==> config.mk <==
export PLATFORM = sky130hd
export DESIGN_NAME = intrusion_alarm_correlator
export DESIGN_NICKNAME = d
export VERILOG_FILES = /design/src/rtl/core/iac_pkg.sv /design/src/rtl/core/iac_front.sv /design/src/rtl/core/iac_queue.sv /design/src/rtl/core/iac_back.sv /design/src/rtl/core/intrusion_alarm_correlator.sv
export SDC_FILE = /design/constraint.sdc
export NUM_CORES = 1
export LEC_CHECK = 0
export ABC_AREA = 1
export BUFFER_PORTS_ARGS = -buffer_cell sky130_fd_sc_hd__buf_4
export CAP_MARGIN = 15
export CORE_MARGIN = 3
export CORE_UTILIZATION = 58
export CTS_BUF_LIST = sky130_fd_sc_hd__clkbuf_8
export DETAILED_ROUTE_END_ITERATION = 7
export GPL_ROUTABILITY_DRIVEN = 0
export PLACE_DENSITY = 0.79
export SLEW_MARGIN = 20
export SYNTH_ARGS = -nofsm -noshare
export SYNTH_HDL_FRONTEND = slang
export SYNTH_SLANG_ARGS = --single-unit
==> constraint.sdc <==
create_clock -name clk -period 5.7 [get_ports clk]
set_input_delay 0.57 -clock clk [delete_from_list [all_inputs] [get_ports clk]]
set_output_delay 0.57 -clock clk [all_outputs]
set_load 0.02 [all_outputs]
==> src/rtl/core/iac_pkg.sv <==
`timescale 1ns / 1ps
// ----------------------------------------------------------------------------
// Intrusion alarm correlator package
// Shared widths, codes and the work descriptor passed from front to back.
// ----------------------------------------------------------------------------
package iac_pkg;

    // Fixed field widths of the stream payload.
    localparam int ADC_W   = 12;
    localparam int THR_W   = 12;
    localparam int CODE_W  = 4;
    localparam int SEV_W   = 2;

    // Converter resolution; readings are masked to this many bits.
    localparam int ADC_BITS = 12;
    localparam logic [ADC_W-1:0] ADC_MASK = ADC_W'((32'd1 << ADC_BITS) - 32'd1);

    // Threshold register indexes and reset values.
    localparam logic CFG_WEIGHT_THR = 1'b0;
    localparam logic CFG_LIGHT_THR  = 1'b1;
    localparam logic [THR_W-1:0] WEIGHT_THR_RST = 12'd300;
    localparam logic [THR_W-1:0] LIGHT_THR_RST  = 12'd800;

    // Input actions.
    typedef enum logic [2:0] {
        ACT_SAMPLE   = 3'd0,
        ACT_TOGGLE   = 3'd1,
        ACT_ARM      = 3'd2,
        ACT_DISARM   = 3'd3,
        ACT_SILENCE  = 3'd4,
        ACT_OPALARM  = 3'd5,
        ACT_TICK     = 3'd6
    } action_t;

    // Event codes.
    localparam logic [CODE_W-1:0] EV_DOOR_OPEN  = 4'd0;
    localparam logic [CODE_W-1:0] EV_DOOR_CLOSE = 4'd1;
    localparam logic [CODE_W-1:0] EV_MOTION     = 4'd2;
    localparam logic [CODE_W-1:0] EV_NO_MOTION  = 4'd3;
    localparam logic [CODE_W-1:0] EV_WEIGHT_OFF = 4'd4;
    localparam logic [CODE_W-1:0] EV_WEIGHT_OK  = 4'd5;
    localparam logic [CODE_W-1:0] EV_LIGHT      = 4'd6;
    localparam logic [CODE_W-1:0] EV_INTRUSION  = 4'd7;
    localparam logic [CODE_W-1:0] EV_IMPLICIT   = 4'd8;
    localparam logic [CODE_W-1:0] EV_OPALARM    = 4'd9;
    localparam logic [CODE_W-1:0] EV_ARMED      = 4'd10;
    localparam logic [CODE_W-1:0] EV_DISARMED   = 4'd11;
    localparam logic [CODE_W-1:0] EV_SIREN      = 4'd12;

    // Severities.
    localparam logic [SEV_W-1:0] SEV_INFO     = 2'd0;
    localparam logic [SEV_W-1:0] SEV_ALERT    = 2'd1;
    localparam logic [SEV_W-1:0] SEV_CRITICAL = 2'd2;

    // Result slots of one item, in emission order.
    localparam int NSLOT      = 6;
    localparam int SLOT_W     = 3;
    localparam int SLOT_DOOR  = 0;
    localparam int SLOT_INTR  = 1;
    localparam int SLOT_MOT   = 2;
    localparam int SLOT_WGT   = 3;
    localparam int SLOT_LIGHT = 4;
    localparam int SLOT_FINAL = 5;

    // Queue geometry.
    localparam int Q_DEPTH = 4;
    localparam int Q_AW    = $clog2(Q_DEPTH);
    localparam int Q_CW    = $clog2(Q_DEPTH + 1);

    // Work descriptor for one accepted item.
    typedef struct packed {
        logic [NSLOT-1:0]  mask;       // slots that produce a result
        logic              door;       // door level of the sample
        logic              motion;     // motion level of the sample
        logic              wdev;       // weight deviation of the sample
        logic              armed;      // armed state seen by every result
        logic              siren;      // siren phase seen by every result
        logic              alarm0;     // alarm before the door check
        logic              alarm_mid;  // alarm after the door check
        logic [ADC_W-1:0]  light;
        logic [ADC_W-1:0]  weight;
        logic [CODE_W-1:0] fin_code;   // final slot event
        logic [SEV_W-1:0]  fin_sev;
        logic [ADC_W-1:0]  fin_val;
        logic              fin_alarm;
    } desc_t;

endpackage

==> src/rtl/core/iac_front.sv <==
`timescale 1ns / 1ps
// ----------------------------------------------------------------------------
// Intrusion alarm correlator front end
// Accepts items, updates the alarm state and builds one work descriptor.
// ----------------------------------------------------------------------------
module iac_front
(
    input  logic                          clk,
    input  logic                          rst_n,
    input  logic                          cfg_we,
    input  logic                          cfg_index,
    input  logic [iac_pkg::THR_W-1:0]     cfg_data,
    input  logic                          accept,
    input  logic [2:0]                    action,
    input  logic                          motion,
    input  logic                          door_open,
    input  logic [iac_pkg::ADC_W-1:0]     light_level,
    input  logic [iac_pkg::ADC_W-1:0]     weight_level,
    output logic                          push,
    output iac_pkg::desc_t                desc
);
    import iac_pkg::*;

    logic [THR_W-1:0] wthr_reg, lthr_reg;
    logic             armed_reg, armed_next;
    logic             alarm_reg, alarm_next;
    logic [ADC_W-1:0] wbase_reg, wbase_next;
    logic [ADC_W-1:0] lbase_reg, lbase_next;
    logic             mot_prev_reg, mot_prev_next;
    logic             door_prev_reg, door_prev_next;
    logic             wdev_prev_reg, wdev_prev_next;
    logic             ldev_prev_reg, ldev_prev_next;
    logic             siren_reg, siren_next;

    logic [ADC_W-1:0] light, weight, wdiff, ldiff;
    logic             wdev, ldev;
    logic             door_edge, intrusion, mot_edge, w_edge, l_rise, implicit;
    action_t          act;

    assign light  = light_level & ADC_MASK;
    assign weight = weight_level & ADC_MASK;
    assign act    = action_t'(action);

    assign wdiff = (weight >= wbase_reg) ? weight - wbase_reg : wbase_reg - weight;
    assign ldiff = (light >= lbase_reg) ? light - lbase_reg : lbase_reg - light;
    assign wdev  = wdiff > wthr_reg;
    assign ldev  = ldiff > lthr_reg;

    assign door_edge = door_open != door_prev_reg;
    assign intrusion = door_edge & door_open & armed_reg;
    assign mot_edge  = motion != mot_prev_reg;
    assign w_edge    = wdev != wdev_prev_reg;
    assign l_rise    = ldev & ~ldev_prev_reg;
    assign implicit  = armed_reg & motion & wdev & ~(alarm_reg | intrusion);

    always_comb
    begin
        armed_next     = armed_reg;
        alarm_next     = alarm_reg;
        wbase_next     = wbase_reg;
        lbase_next     = lbase_reg;
        mot_prev_next  = mot_prev_reg;
        door_prev_next = door_prev_reg;
        wdev_prev_next = wdev_prev_reg;
        ldev_prev_next = ldev_prev_reg;
        siren_next     = siren_reg;

        desc           = '0;
        desc.door      = door_open;
        desc.motion    = motion;
        desc.wdev      = wdev;
        desc.light     = light;
        desc.weight    = weight;
        desc.alarm0    = alarm_reg;
        desc.alarm_mid = alarm_reg | intrusion;

        unique case (act)
            ACT_SAMPLE:
            begin
                door_prev_next = door_open;
                mot_prev_next  = motion;
                wdev_prev_next = wdev;
                ldev_prev_next = ldev;
                alarm_next     = alarm_reg | intrusion | implicit;
                desc.mask      = {implicit, l_rise, w_edge, mot_edge, intrusion, door_edge};
                desc.fin_code  = EV_IMPLICIT;
                desc.fin_sev   = SEV_CRITICAL;
                desc.fin_val   = weight;
                desc.fin_alarm = 1'b1;
            end
            ACT_TOGGLE, ACT_ARM, ACT_DISARM:
            begin
                alarm_next     = 1'b0;
                desc.mask      = NSLOT'(1) << SLOT_FINAL;
                desc.fin_sev   = SEV_INFO;
                desc.fin_alarm = 1'b0;
                if (act == ACT_DISARM || (act == ACT_TOGGLE && armed_reg))
                begin
                    armed_next    = 1'b0;
                    desc.fin_code = EV_DISARMED;
                end
                else
                begin
                    armed_next    = 1'b1;
                    wbase_next    = weight;
                    lbase_next    = light;
                    desc.fin_code = EV_ARMED;
                end
            end
            ACT_SILENCE:
            begin
                alarm_next = 1'b0;
            end
            ACT_OPALARM:
            begin
                alarm_next     = 1'b1;
                desc.mask      = NSLOT'(1) << SLOT_FINAL;
                desc.fin_code  = EV_OPALARM;
                desc.fin_sev   = SEV_CRITICAL;
                desc.fin_alarm = 1'b1;
            end
            ACT_TICK:
            begin
                if (alarm_reg)
                begin
                    siren_next     = ~siren_reg;
                    desc.mask      = NSLOT'(1) << SLOT_FINAL;
                    desc.fin_code  = EV_SIREN;
                    desc.fin_sev   = SEV_INFO;
                    desc.fin_val   = {{(ADC_W-1){1'b0}}, ~siren_reg};
                    desc.fin_alarm = 1'b1;
                end
            end
            default:
            begin
                desc.mask = '0;
            end
        endcase

        desc.armed = armed_next;
        desc.siren = siren_next;
    end

    assign push = accept & (|desc.mask);

    always_ff @(posedge clk or negedge rst_n)
    begin
        if (!rst_n)
        begin
            wthr_reg <= WEIGHT_THR_RST;
            lthr_reg <= LIGHT_THR_RST;
        end
        else if (cfg_we)
        begin
            if (cfg_index == CFG_WEIGHT_THR)
                wthr_reg <= cfg_data;
            else
                lthr_reg <= cfg_data;
        end
    end

    always_ff @(posedge clk or negedge rst_n)
    begin
        if (!rst_n)
        begin
            armed_reg     <= 1'b0;
            alarm_reg     <= 1'b0;
            wbase_reg     <= '0;
            lbase_reg     <= '0;
            mot_prev_reg  <= 1'b0;
            door_prev_reg <= 1'b0;
            wdev_prev_reg <= 1'b0;
            ldev_prev_reg <= 1'b0;
            siren_reg     <= 1'b0;
        end
        else if (accept)
        begin
            armed_reg     <= armed_next;
            alarm_reg     <= alarm_next;
            wbase_reg     <= wbase_next;
            lbase_reg     <= lbase_next;
            mot_prev_reg  <= mot_prev_next;
            door_prev_reg <= door_prev_next;
            wdev_prev_reg <= wdev_prev_next;
            ldev_prev_reg <= ldev_prev_next;
            siren_reg     <= siren_next;
        end
    end

endmodule

==> src/rtl/core/iac_queue.sv <==
`timescale 1ns / 1ps
// ----------------------------------------------------------------------------
// Intrusion alarm correlator descriptor queue
// Small first-in first-out buffer between the front and the back.
// ----------------------------------------------------------------------------
module iac_queue
(
    input  logic            clk,
    input  logic            rst_n,
    input  logic            push,
    input  iac_pkg::desc_t  push_data,
    output logic            full,
    input  logic            pop,
    output logic            valid,
    output iac_pkg::desc_t  data
);
    import iac_pkg::*;

    desc_t            mem_reg [Q_DEPTH];
    logic [Q_AW-1:0]  wr_ptr_reg, rd_ptr_reg;
    logic [Q_CW-1:0]  count_reg;
    logic             do_push, do_pop;

    assign full    = count_reg == Q_CW'(Q_DEPTH);
    assign valid   = count_reg != '0;
    assign data    = mem_reg[rd_ptr_reg];
    assign do_push = push & ~full;
    assign do_pop  = pop & valid;

    always_ff @(posedge clk)
    begin
        if (do_push)
            mem_reg[wr_ptr_reg] <= push_data;
    end

    always_ff @(posedge clk or negedge rst_n)
    begin
        if (!rst_n)
        begin
            wr_ptr_reg <= '0;
            rd_ptr_reg <= '0;
            count_reg  <= '0;
        end
        else
        begin
            if (do_push)
                wr_ptr_reg <= wr_ptr_reg + Q_AW'(1);
            if (do_pop)
                rd_ptr_reg <= rd_ptr_reg + Q_AW'(1);
            if (do_push && !do_pop)
                count_reg <= count_reg + Q_CW'(1);
            else if (do_pop && !do_push)
                count_reg <= count_reg - Q_CW'(1);
        end
    end

endmodule

==> src/rtl/core/iac_back.sv <==
`timescale 1ns / 1ps
// ----------------------------------------------------------------------------
// Intrusion alarm correlator back end
// Walks the pending result slots of each descriptor, one result per cycle while the output is free.
// ----------------------------------------------------------------------------
module iac_back
(
    input  logic                        clk,
    input  logic                        rst_n,
    input  logic                        q_valid,
    input  iac_pkg::desc_t              q_data,
    output logic                        q_pop,
    output logic                        m_tvalid,
    input  logic                        m_tready,
    output logic [23:0]                 m_tdata,
    output logic [iac_pkg::CODE_W-1:0]  m_tuser,
    output logic                        m_tlast
);
    import iac_pkg::*;

    desc_t             cur_reg;
    logic [NSLOT-1:0]  mask_reg, mask_next, mask_left;
    logic [SLOT_W-1:0] sel;
    logic              out_free, emit;

    logic              tvalid_reg;
    logic [23:0]       tdata_reg;
    logic [CODE_W-1:0] tuser_reg;
    logic              tlast_reg;

    logic [CODE_W-1:0] ev_code;
    logic [SEV_W-1:0]  ev_sev;
    logic [ADC_W-1:0]  ev_val;
    logic              ev_alarm;

    // Lowest pending slot goes first.
    always_comb
    begin
        sel = SLOT_W'(SLOT_FINAL);
        for (int i = NSLOT - 1; i >= 0; i--)
        begin
            if (mask_reg[i])
                sel = SLOT_W'(i);
        end
    end

    assign out_free  = ~tvalid_reg | m_tready;
    assign emit      = out_free & (|mask_reg);
    assign mask_left = emit ? (mask_reg & ~(NSLOT'(1) << sel)) : mask_reg;
    assign q_pop     = (mask_left == '0) & q_valid;
    assign mask_next = q_pop ? q_data.mask : mask_left;

    always_comb
    begin
        ev_code  = cur_reg.fin_code;
        ev_sev   = cur_reg.fin_sev;
        ev_val   = cur_reg.fin_val;
        ev_alarm = cur_reg.fin_alarm;
        case (sel)
            SLOT_W'(SLOT_DOOR):
            begin
                ev_alarm = cur_reg.alarm0;
                if (cur_reg.door)
                begin
                    ev_code = EV_DOOR_OPEN;
                    ev_sev  = cur_reg.armed ? SEV_CRITICAL : SEV_INFO;
                    ev_val  = ADC_W'(1);
                end
                else
                begin
                    ev_code = EV_DOOR_CLOSE;
                    ev_sev  = SEV_INFO;
                    ev_val  = '0;
                end
            end
            SLOT_W'(SLOT_INTR):
            begin
                ev_code  = EV_INTRUSION;
                ev_sev   = SEV_CRITICAL;
                ev_val   = ADC_W'(1);
                ev_alarm = 1'b1;
            end
            SLOT_W'(SLOT_MOT):
            begin
                ev_alarm = cur_reg.alarm_mid;
                ev_code  = cur_reg.motion ? EV_MOTION : EV_NO_MOTION;
                ev_sev   = (cur_reg.armed && cur_reg.motion) ? SEV_ALERT : SEV_INFO;
                ev_val   = {{(ADC_W-1){1'b0}}, cur_reg.motion};
            end
            SLOT_W'(SLOT_WGT):
            begin
                ev_alarm = cur_reg.alarm_mid;
                ev_val   = cur_reg.weight;
                if (cur_reg.wdev)
                begin
                    ev_code = EV_WEIGHT_OFF;
                    ev_sev  = cur_reg.armed ? SEV_CRITICAL : SEV_ALERT;
                end
                else
                begin
                    ev_code = EV_WEIGHT_OK;
                    ev_sev  = SEV_INFO;
                end
            end
            SLOT_W'(SLOT_LIGHT):
            begin
                ev_alarm = cur_reg.alarm_mid;
                ev_code  = EV_LIGHT;
                ev_sev   = cur_reg.armed ? SEV_ALERT : SEV_INFO;
                ev_val   = cur_reg.light;
            end
            default:
            begin
                ev_code = cur_reg.fin_code;
            end
        endcase
    end

    always_ff @(posedge clk or negedge rst_n)
    begin
        if (!rst_n)
        begin
            mask_reg   <= '0;
            tvalid_reg <= 1'b0;
        end
        else
        begin
            mask_reg <= mask_next;
            if (emit)
                tvalid_reg <= 1'b1;
            else if (m_tready)
                tvalid_reg <= 1'b0;
        end
    end

    always_ff @(posedge clk)
    begin
        if (q_pop)
            cur_reg <= q_data;
        if (emit)
        begin
            tdata_reg <= {7'd0, cur_reg.siren, ev_alarm, cur_reg.armed, ev_val, ev_sev};
            tuser_reg <= ev_code;
            tlast_reg <= mask_left == '0;
        end
    end

    assign m_tvalid = tvalid_reg;
    assign m_tdata  = tdata_reg;
    assign m_tuser  = tuser_reg;
    assign m_tlast  = tlast_reg;

endmodule

==> src/rtl/core/intrusion_alarm_correlator.sv <==
`timescale 1ns / 1ps
// ----------------------------------------------------------------------------
// Intrusion alarm correlator
// Tracks armed and alarm state from sensor samples and operator actions,
// and reports each detected change as a stream of event requests.
// ----------------------------------------------------------------------------
// Usage:
//   The slave stream carries one action per request (s_tuser) with the
//   sensor readings in s_tdata. Each request yields zero to five event
//   requests on the master stream; m_tlast marks the final one of a request.
//   Quiet samples, silence, siren ticks with no active alarm and the unused
//   action code yield nothing.
//   The two thresholds are written through cfg_we/cfg_index/cfg_data while
//   the block is idle; index 0 is the weight threshold, index 1 the light one.
//   The first event of a request passes through the descriptor queue and
//   the back end's descriptor register before it leaves the output register.
//   The back end emits one event per cycle while the receiver takes them;
//   the front end takes a request every cycle while the four-entry
//   descriptor queue has room.
//   When the receiver stalls, the output register holds, the back end waits
//   and the queue fills; s_tready drops once the queue is full.
//   Reset clears the armed and alarm state, the edge history, the siren
//   phase and the baselines, and loads the thresholds with 300 and 800.
// ----------------------------------------------------------------------------
module intrusion_alarm_correlator
(
    input  logic                        clk,
    input  logic                        rst_n,
    // Configuration write port.
    input  logic                        cfg_we,
    input  logic                        cfg_index,
    input  logic [iac_pkg::THR_W-1:0]   cfg_data,
    // Slave stream.
    input  logic                        s_tvalid,
    output logic                        s_tready,
    // s_tdata: motion[0], door_open[1], light_level[13:2], weight_level[25:14]
    input  logic [31:0]                 s_tdata,
    // s_tuser: action[2:0]
    input  logic [2:0]                  s_tuser,
    // Master stream.
    output logic                        m_tvalid,
    input  logic                        m_tready,
    // m_tdata: severity[1:0], event_value[13:2], is_armed[14], alarm_on[15],
    //          siren_high[16], zero fill [23:17]
    output logic [23:0]                 m_tdata,
    // m_tuser: event_code[3:0]
    output logic [iac_pkg::CODE_W-1:0]  m_tuser,
    output logic                        m_tlast
);
    import iac_pkg::*;

    logic  accept;
    logic  push, q_full, q_pop, q_valid;
    desc_t push_desc, q_desc;

    // A request is taken whenever the queue has a free entry.
    assign s_tready = ~q_full;
    assign accept   = s_tvalid & s_tready;

    iac_front u_front
    (
        .clk          (clk),
        .rst_n        (rst_n),
        .cfg_we       (cfg_we),
        .cfg_index    (cfg_index),
        .cfg_data     (cfg_data),
        .accept       (accept),
        .action       (s_tuser),
        .motion       (s_tdata[0]),
        .door_open    (s_tdata[1]),
        .light_level  (s_tdata[13:2]),
        .weight_level (s_tdata[25:14]),
        .push         (push),
        .desc         (push_desc)
    );

    // The queue decouples state tracking from event emission.
    iac_queue u_queue
    (
        .clk       (clk),
        .rst_n     (rst_n),
        .push      (push),
        .push_data (push_desc),
        .full      (q_full),
        .pop       (q_pop),
        .valid     (q_valid),
        .data      (q_desc)
    );

    iac_back u_back
    (
        .clk      (clk),
        .rst_n    (rst_n),
        .q_valid  (q_valid),
        .q_data   (q_desc),
        .q_pop    (q_pop),
        .m_tvalid (m_tvalid),
        .m_tready (m_tready),
        .m_tdata  (m_tdata),
        .m_tuser  (m_tuser),
        .m_tlast  (m_tlast)
    );

endmodule

## Word level (Yosys, flattened, before mapping)

Memories as Yosys holds them, arrays and structs flattened.
Cells that the tools add are included.
Widths: inputs -> output; s select.

- Word-level logic and storage cells: 151
- Register bits: 141
- Input bits: 53
- Output and inout bits: 31
- Memory bits (writable): 224
- Memories kept: 1

- Magnitude comparators: 4
- Reductions and logical operators: 26
- Bitwise gates (word level): 24
- Equal/unequal tests: 14
- Mux-type cells: 41
- Shifts and indexed selects: 1
- $add $sub $neg: 8

Memories:

| name | depth | width | rd ports | clocked after memory_dff | write ports | RTL line | source |
|---|---|---|---|---|---|---|---|
| u_queue.mem_reg | 4 | 56 | 1 | 0 | 1 | iac_queue.sv:19 | `desc_t mem_reg [Q_DEPTH];` |

Operators with widths:

| kind | number |
|---|---|
| $pmux 12 s5 | 1 |
| $sub 12x12->12 | 4 |
| $ge 12x12->1 | 2 |
| $gt 12x12->1 | 2 |
| $mux 12 | 2 |
| $pmux 12 s2 | 1 |
| $pmux 6 s4 | 1 |
| $pmux 4 s5 | 1 |
| $mux 19 | 1 |
| $mux 3 | 6 |
| $mux 6 | 3 |
| $pmux 6 s3 | 1 |
| $mux 1 | 16 |
| $eq 3x3->1 const B | 5 |
| $and 1x1->1 | 12 |
| $eq 3x2->1 const B | 4 |
| $reduce_or 6->1 | 2 |
| $pmux 2 s5 | 1 |
| $mux 2 | 4 |
| $reduce_and 2->1 | 4 |
| $reduce_or 4->1 | 2 |
| $not 1->1 | 7 |
| $and 6x6->6 | 1 |
| $eq 3x1->1 const B | 2 |
| 19 further kinds | 33 |

## Longest topological paths before layout

- Depth in word-level cells: 15
- Depth in mapped cells: 34
- Mapped depth without buffers: 33

## Cells and area by module

From an unflattened synthesis, not the netlist that was laid out.

- Cells, all modules: 1802
- Area total of the unflattened synthesis: 18749.2 µm²

Modules (own cells, without submodules):

| module | seq. area each (µm²) | area an instance (µm²) | times used | cells each |
|---|---|---|---|---|
| iac_queue | 6901.6 | 9884.5 | 1 | 714 |
| iac_front | 1385.1 | 5818.1 | 1 | 870 |
| iac_back | 2337.2 | 3032.9 | 1 | 215 |
| intrusion_alarm_correlator | 0.0 | 13.8 | 1 | 3 |

## Worst setup path before layout

OpenSTA, ideal clock, no wires.

- Path type: input-to-reg
- Start: input port s_tdata[16]
- End: memory u_queue.mem_reg[0][0] (netlist name) (enable)
- Setup time: 0.468 ns
- Required time: 5.232 ns
- Buffers on the path: 1
- Slack: -0.272 ns
- Stages on the path: 24
- Arrival: 5.504 ns
- Path through: inv_1 -> ha_1 -> clkbuf_1 -> nand2_1 -> o21ai_0 -> a21oi_1 -> o21ai_0 -> xor2_1 -> nand2_1 -> nand2_1 -> inv_1 -> ha_1 -> nand2_1 -> inv_1 -> nand2_1 -> nor2_1 -> nand2_1 -> nand3_1 -> nand2_1 -> nand2_1 -> nand3_1 -> nand3_1 -> nand2_1 -> nor2_1

- Longest elaborated chain between the ends: 11
- Elaborated cells on any way between the ends: 14
- Those cells by class: 2 x add/sub; 2 x order compare; 1 x eq/ne; 4 x mux; 4 x bitwise; 1 x reduce/logical

RTL lines:

| what | RTL line | source |
|---|---|---|
| start: declaration | intrusion_alarm_correlator.sv:37 | `input logic [31:0] s_tdata,` |
| $sub 12x12->12 or $ge 12x12->1 (tied branches) | iac_front.sv:44 | `assign wdiff = (weight >= wbase_reg) ? weight - wbase_reg : wbase_reg - weight;` |
| $mux 12 (*) | iac_front.sv:44 |  |
| $gt 12x12->1 (*) | iac_front.sv:46 | `assign wdev = wdiff > wthr_reg;` |
| $and 1x1->1 (2 in series) | iac_front.sv:54 | `assign implicit = armed_reg & motion & wdev & ~(alarm_reg \| intrusion);` |
| $pmux 6 s3 (*) | iac_front.sv:77 | `unique case (act)` |
| $reduce_or 6->1 (*) | iac_front.sv:144 | `assign push = accept & (\|desc.mask);` |
| $and 1x1->1 (*) | iac_front.sv:144 |  |
| $and 1x1->1 (*) | iac_queue.sv:27 | `assign do_push = push & ~full;` |
| $mux 1 (*) | iac_queue.sv:32 | `if (do_push)` |
| $mux 1 (not written as such) (*) | iac_queue.sv:33 | `mem_reg[wr_ptr_reg] <= push_data;` |
| end: declaration | iac_queue.sv:19 |  |

Mark *: on every way between the ends. The rest lies on a longest branch, timed or not.

## Worst setup path after layout

- Start: register u_front.wbase_reg[9]
- End: memory u_queue.mem_reg[0][54] (netlist name) (enable)

- Longest elaborated chain between the ends: 11
- Elaborated cells on any way between the ends: 14
- Those cells by class: 2 x add/sub; 2 x order compare; 1 x eq/ne; 4 x mux; 4 x bitwise; 1 x reduce/logical

RTL lines:

| what | RTL line | source |
|---|---|---|
| start: declaration | iac_front.sv:27 | `logic [ADC_W-1:0] wbase_reg, wbase_next;` |
| start signal: assignment | iac_front.sv:180 | `wbase_reg <= wbase_next;` |
| $sub 12x12->12 or $ge 12x12->1 (tied branches) | iac_front.sv:44 |  |
| $mux 12 (*) | iac_front.sv:44 |  |
| $gt 12x12->1 (*) | iac_front.sv:46 |  |
| $and 1x1->1 (2 in series) | iac_front.sv:54 |  |
| $pmux 6 s3 (*) | iac_front.sv:77 |  |
| $reduce_or 6->1 (*) | iac_front.sv:144 |  |
| $and 1x1->1 (*) | iac_front.sv:144 |  |
| $and 1x1->1 (*) | iac_queue.sv:27 |  |
| $mux 1 (*) | iac_queue.sv:32 |  |
| $mux 1 (not written as such) (*) | iac_queue.sv:33 |  |

Marked as above.

==> flow_metrics.py <==
metrics = {
    "status": {
        "outcome": "complete, no violations",
    },
    "cells_and_area": {
        "most_frequent_standard_cell_in_the_layout_excluding_fill_and_tap_cells": "edfxtp_1",
        "design_area_sq_um": 18910,
        "nNetsFinal": 1820,
        "num-fill-cells": 2074,
        "drive_gt1_share_pct": 11.20,
        "final_cell_mix": "edfxtp_1, nand2_1, inv_1",
        "flow.area_growth_from_synthesis_pct": 12.27,
        "layoutNonFillerInstCount": 2112,
        "largest_register_ff_count": 220,
    },
    "place": {
        "port_buffers": 70,
        "dpl_cell_area_sq_um": 17770,
        "hpwl_after_detailed_placement_mm": 23.75,
        "placed_instances": 2006,
    },
    "cts": {
        "clock_latency_ps": 600,
        "clk_root_buffer_cell": "clkbuf_8",
        "cts_hold_buffers": 0,
        "cts.repair_timing.setup_buffer_count": 0,
        "cts_num_sinks": 360,
        "cts_max_level": 2,
        "cts_tree": "done",
        "cts.reportedPaths.clkPinSlew_ps": 70,
        "cts-resized-gates": 0,
        "cts.path.max_buffers": 3,
        "cts_buffers": 55,
    },
    "worst_setup_path": {
        "rr_worst_depth": 21,
        "worstReg2RegStart": "u_front.wbase_reg[9]$_DFFE_PN0P_",
        "path_cells": "ha_1, a21o_1, a221oi_1, nand4_1, clkinv_1, nand2_1, nand2_1, inv_1, ha_1, nand4_1, nor2_1, nand2_1, nand3_1, nand2_1, nand2_1, nand3_1, nand3_1, nand2_1, buf_4, nor2_4, buf_4",
        "cp_num_buf_inv": 4,
        "endpoint_kind": "flip-flop",
        "critical_path.top_delay_family": "simple AND/OR/NAND/NOR gates",
        "worst_path_most_repeated_cell": "nand2_1",
        "criticalPathCategory": "flip-flop to flip-flop",
        "critPathMaxStageDelay_ps": 410,
        "critPathMaxFanout": 16,
        "crit_path_top_delay_cell": "dfrtp_1",
        "end_of_the_worst_register_to_register_path": "u_queue.mem_reg[0][54]$_DFFE_PP_",
        "critical_path_cell_count": 21,
        "cp-startpoint": "u_front.wbase_reg[9]$_DFFE_PN0P_",
        "cp-endpoint": "u_queue.mem_reg[0][54]$_DFFE_PP_",
        "arrival_ps": 4900,
        "timing.critical_path.from_type": "flip-flop",
        "timing.critical_path.required_ps": 5970,
        "r2r_setup_slack_ps": 1060,
    },
    "global_routing": {
        "grt_antenna_before_repair": 2,
        "grt_overflow": 0,
        "grt_max_degree": 91,
        "grtUsageTotal_pct": 23.78,
        "grt_first_pass_wirelength_mm": 58.33,
        "via_count_of_the_first_global_routing_pass": 11684,
    },
    "sta": {
        "worstMarginPinSlew_ps": 1011,
        "setup_viol": 0,
        "report.final.hold_viol_count": 0,
        "fin_crit_ps": 4637,
        "max-slew-margin-rel_pct": 32.51,
        "max_clock_freq_mhz": 215.7,
        "fin_hold_ws_ps": 137.6,
        "fin_worst_skew_ps": 18.89,
        "maxSlewViolCount": 0,
        "final_min_period_over_clock_period_pct": 81.35,
        "grt_setup_unrepaired": "false",
    },
    "yosys": {
        "synth.area.mux_share_pct": 0,
        "synth_fa_ha_area_share_pct": 6.314,
        "synth_cell_types": 42,
        "synthCells": 1601,
        "ys_top_cells_by_area": "edfxtp_1, dfrtp_1, nand2_1",
        "yosys.area_share.xor_xnor_pct": 2.080,
        "postSynthAreaPerCell_sq_um": 10.52,
        "synth.top_cell.area_share_pct": 51.88,
        "cell_type_contributing_the_most_total_cell_area_after_synthesis": "edfxtp_1",
        "synth_seq_cells": 360,
        "synth_compound_gate_area_share_pct": 10.77,
        "synth.yosys.warnings": 0,
        "synth-edff-count": 291,
        "yosys.area_share.simple_pct": 12.29,
        "synth_top_family_by_area": "simple AND/OR/NAND/NOR gates",
        "synth_seq_area_share_pct": 62.18,
        "synthesis.area_sq_um": 16840,
        "synth_ff_type": "edfxtp_1",
        "synth-async-reset-ratio_pct": 19.17,
    },
    "drt": {
        "detailedRoute.firstIterationViolations": 899,
        "vias": 11818,
        "detailedRoute.firstPassIterationCount": 6,
        "avgViaCountPerCell": 5.596,
        "drt-wirelength-per-cell_microns": 17.54,
        "number_of_design_rule_violations_left_after_detail_routing": 0,
        "route.final.wire_length_mm": 37.03,
        "drtAntennaViolNets": 0,
    },
    "floorplan": {
        "rows": 61,
        "dieArea_sq_um": 31120,
        "placeableCoreArea_sq_um": 28240,
        "die_height_microns": 176.4,
        "ioPinCount": 84,
        "initial_utilization_pct": 59.65,
        "fp.dieW_microns": 176.4,
    },
    "power_and_ir_drop": {
        "seq_power_share_pct": 39.6,
        "internal_power_mw": 6.174,
        "gate_power_share_pct": 39.3,
        "static-leakage-power_nw": 7.971,
        "p_per_area_nw_per_um2": 536.2,
        "clockPowerShare_pct": 21.1,
        "power.net_switching_mw": 3.966,
        "netSwitchingFraction_pct": 39.11,
        "vdd.ir_drop.worst_mv": 0.2746,
    },
    "worst_hold_path": {
        "hold_path.class": "input pin to asynchronous set/reset pin",
    },
    "job": {
        "cap_violations": 0,
    },
}
-- synthesized netlist by cell type, types with 6 or more instances --
master	n
edfxtp_1	291
xor2_1	34
buf_4	7
o22ai_1	56
nand4_1	19
ha_1	77
nand2_1	263
nand3_1	35
o21ai_0	192
nor2_1	174
dfrtp_1	62
inv_1	204
xnor2_1	6
dfstp_2	7
a21oi_1	62
clkbuf_1	51
-- logic make-up (layout without fill, tap and decap cells) --
logic type               count (synthesis)  after routing
buffers and inverters                  276            401
AND/OR/NAND/NOR                        505            505
flip-flops                             360            360
other                                    1              9
XOR/XNOR                                40             40
AO/OA/AOI/OAI                          337            337
adder cells (fa/ha/maj)                 82             82
-- layout make-up --
class | count | area, sq um | share of cell area (%)
tap | 378 | 473.0 | 2.501
clock buffer | 64 | 880.8 | 4.658
antenna | 2 | 5.005 | 0.02646
timing repair buffer | 88 | 685.7 | 3.626
multi-input combinational | 971 | 5354 | 28.31
inverter | 209 | 784.5 | 4.148
sequential | 360 | 10480 | 55.39
clock inverter | 40 | 254.0 | 1.343
-- how the worst min path moves through the flow --
stage	endpoint	startpoint	cells after the start	slack, ps
after floorplan	u_back.m_tvalid$_DFFE_PN0P_	rst_n	0	270
after global placement	u_back.m_tdata[16]$_DFFE_PP_	u_back.cur_reg[45]$_DFFE_PP_	0	420
after detailed placement	u_back.m_tdata[16]$_DFFE_PP_	u_back.cur_reg[45]$_DFFE_PP_	0	430
after CTS	u_back.mask_reg[4]$_DFF_PN0_	rst_n	1	160
after global routing	u_queue.mem_reg[1][28]$_DFFE_PP_	s_tdata[23]	1	180
final	u_front.armed_reg$_DFFE_PN0P_	rst_n	1	140
-- worst reg2reg max path, delay by kind of cell, from the launching register on --
family | cells | cell delay (ps)
buffers and inverters | 4 | 880
and+or+nand+nor | 13 | 1830
AOI/OAI and AO/OA | 2 | 510
adders and majority gates | 2 | 680
DFF | 1 | 410
-- power groups by stage --
stage / Sequential (mW) / Combinational (mW) / Clock (mW)
6_report: 4.02 / 3.98 / 2.14
4_1_cts: 4.02 / 3.96 / 2.17
5_1_grt: 4.08 / 4.47 / 2.28
3_5_place_dp: 4.06 / 3.93 / 0
2_1_floorplan: 4.11 / 2.68 / 0
3_3_place_gp: 4.03 / 3.79 / 0
-- routing by layer --
layer	wire length [microns]	global-route usage, %	vias up
li1	-	-	5616
met1	14980	30.66	5628
met2	18030	40.47	493
met3	3103	4.731	81
met4	920	8.380	0
met5	0	0	-
-- metrics by stage --
step	worst slack (ps)	TNS (ps)	power [mW]	util, %
floorplan	-272.1	-59860	6.786	-
global placement	715.9	0	7.826	62.93
detailed placement	683.8	0	7.992	62.93
CTS	1058	0	10.15	66.95
global route	514.5	0	10.83	66.96
finish	1063	0	10.14	66.97
Power figures use the tool's default switching activity.
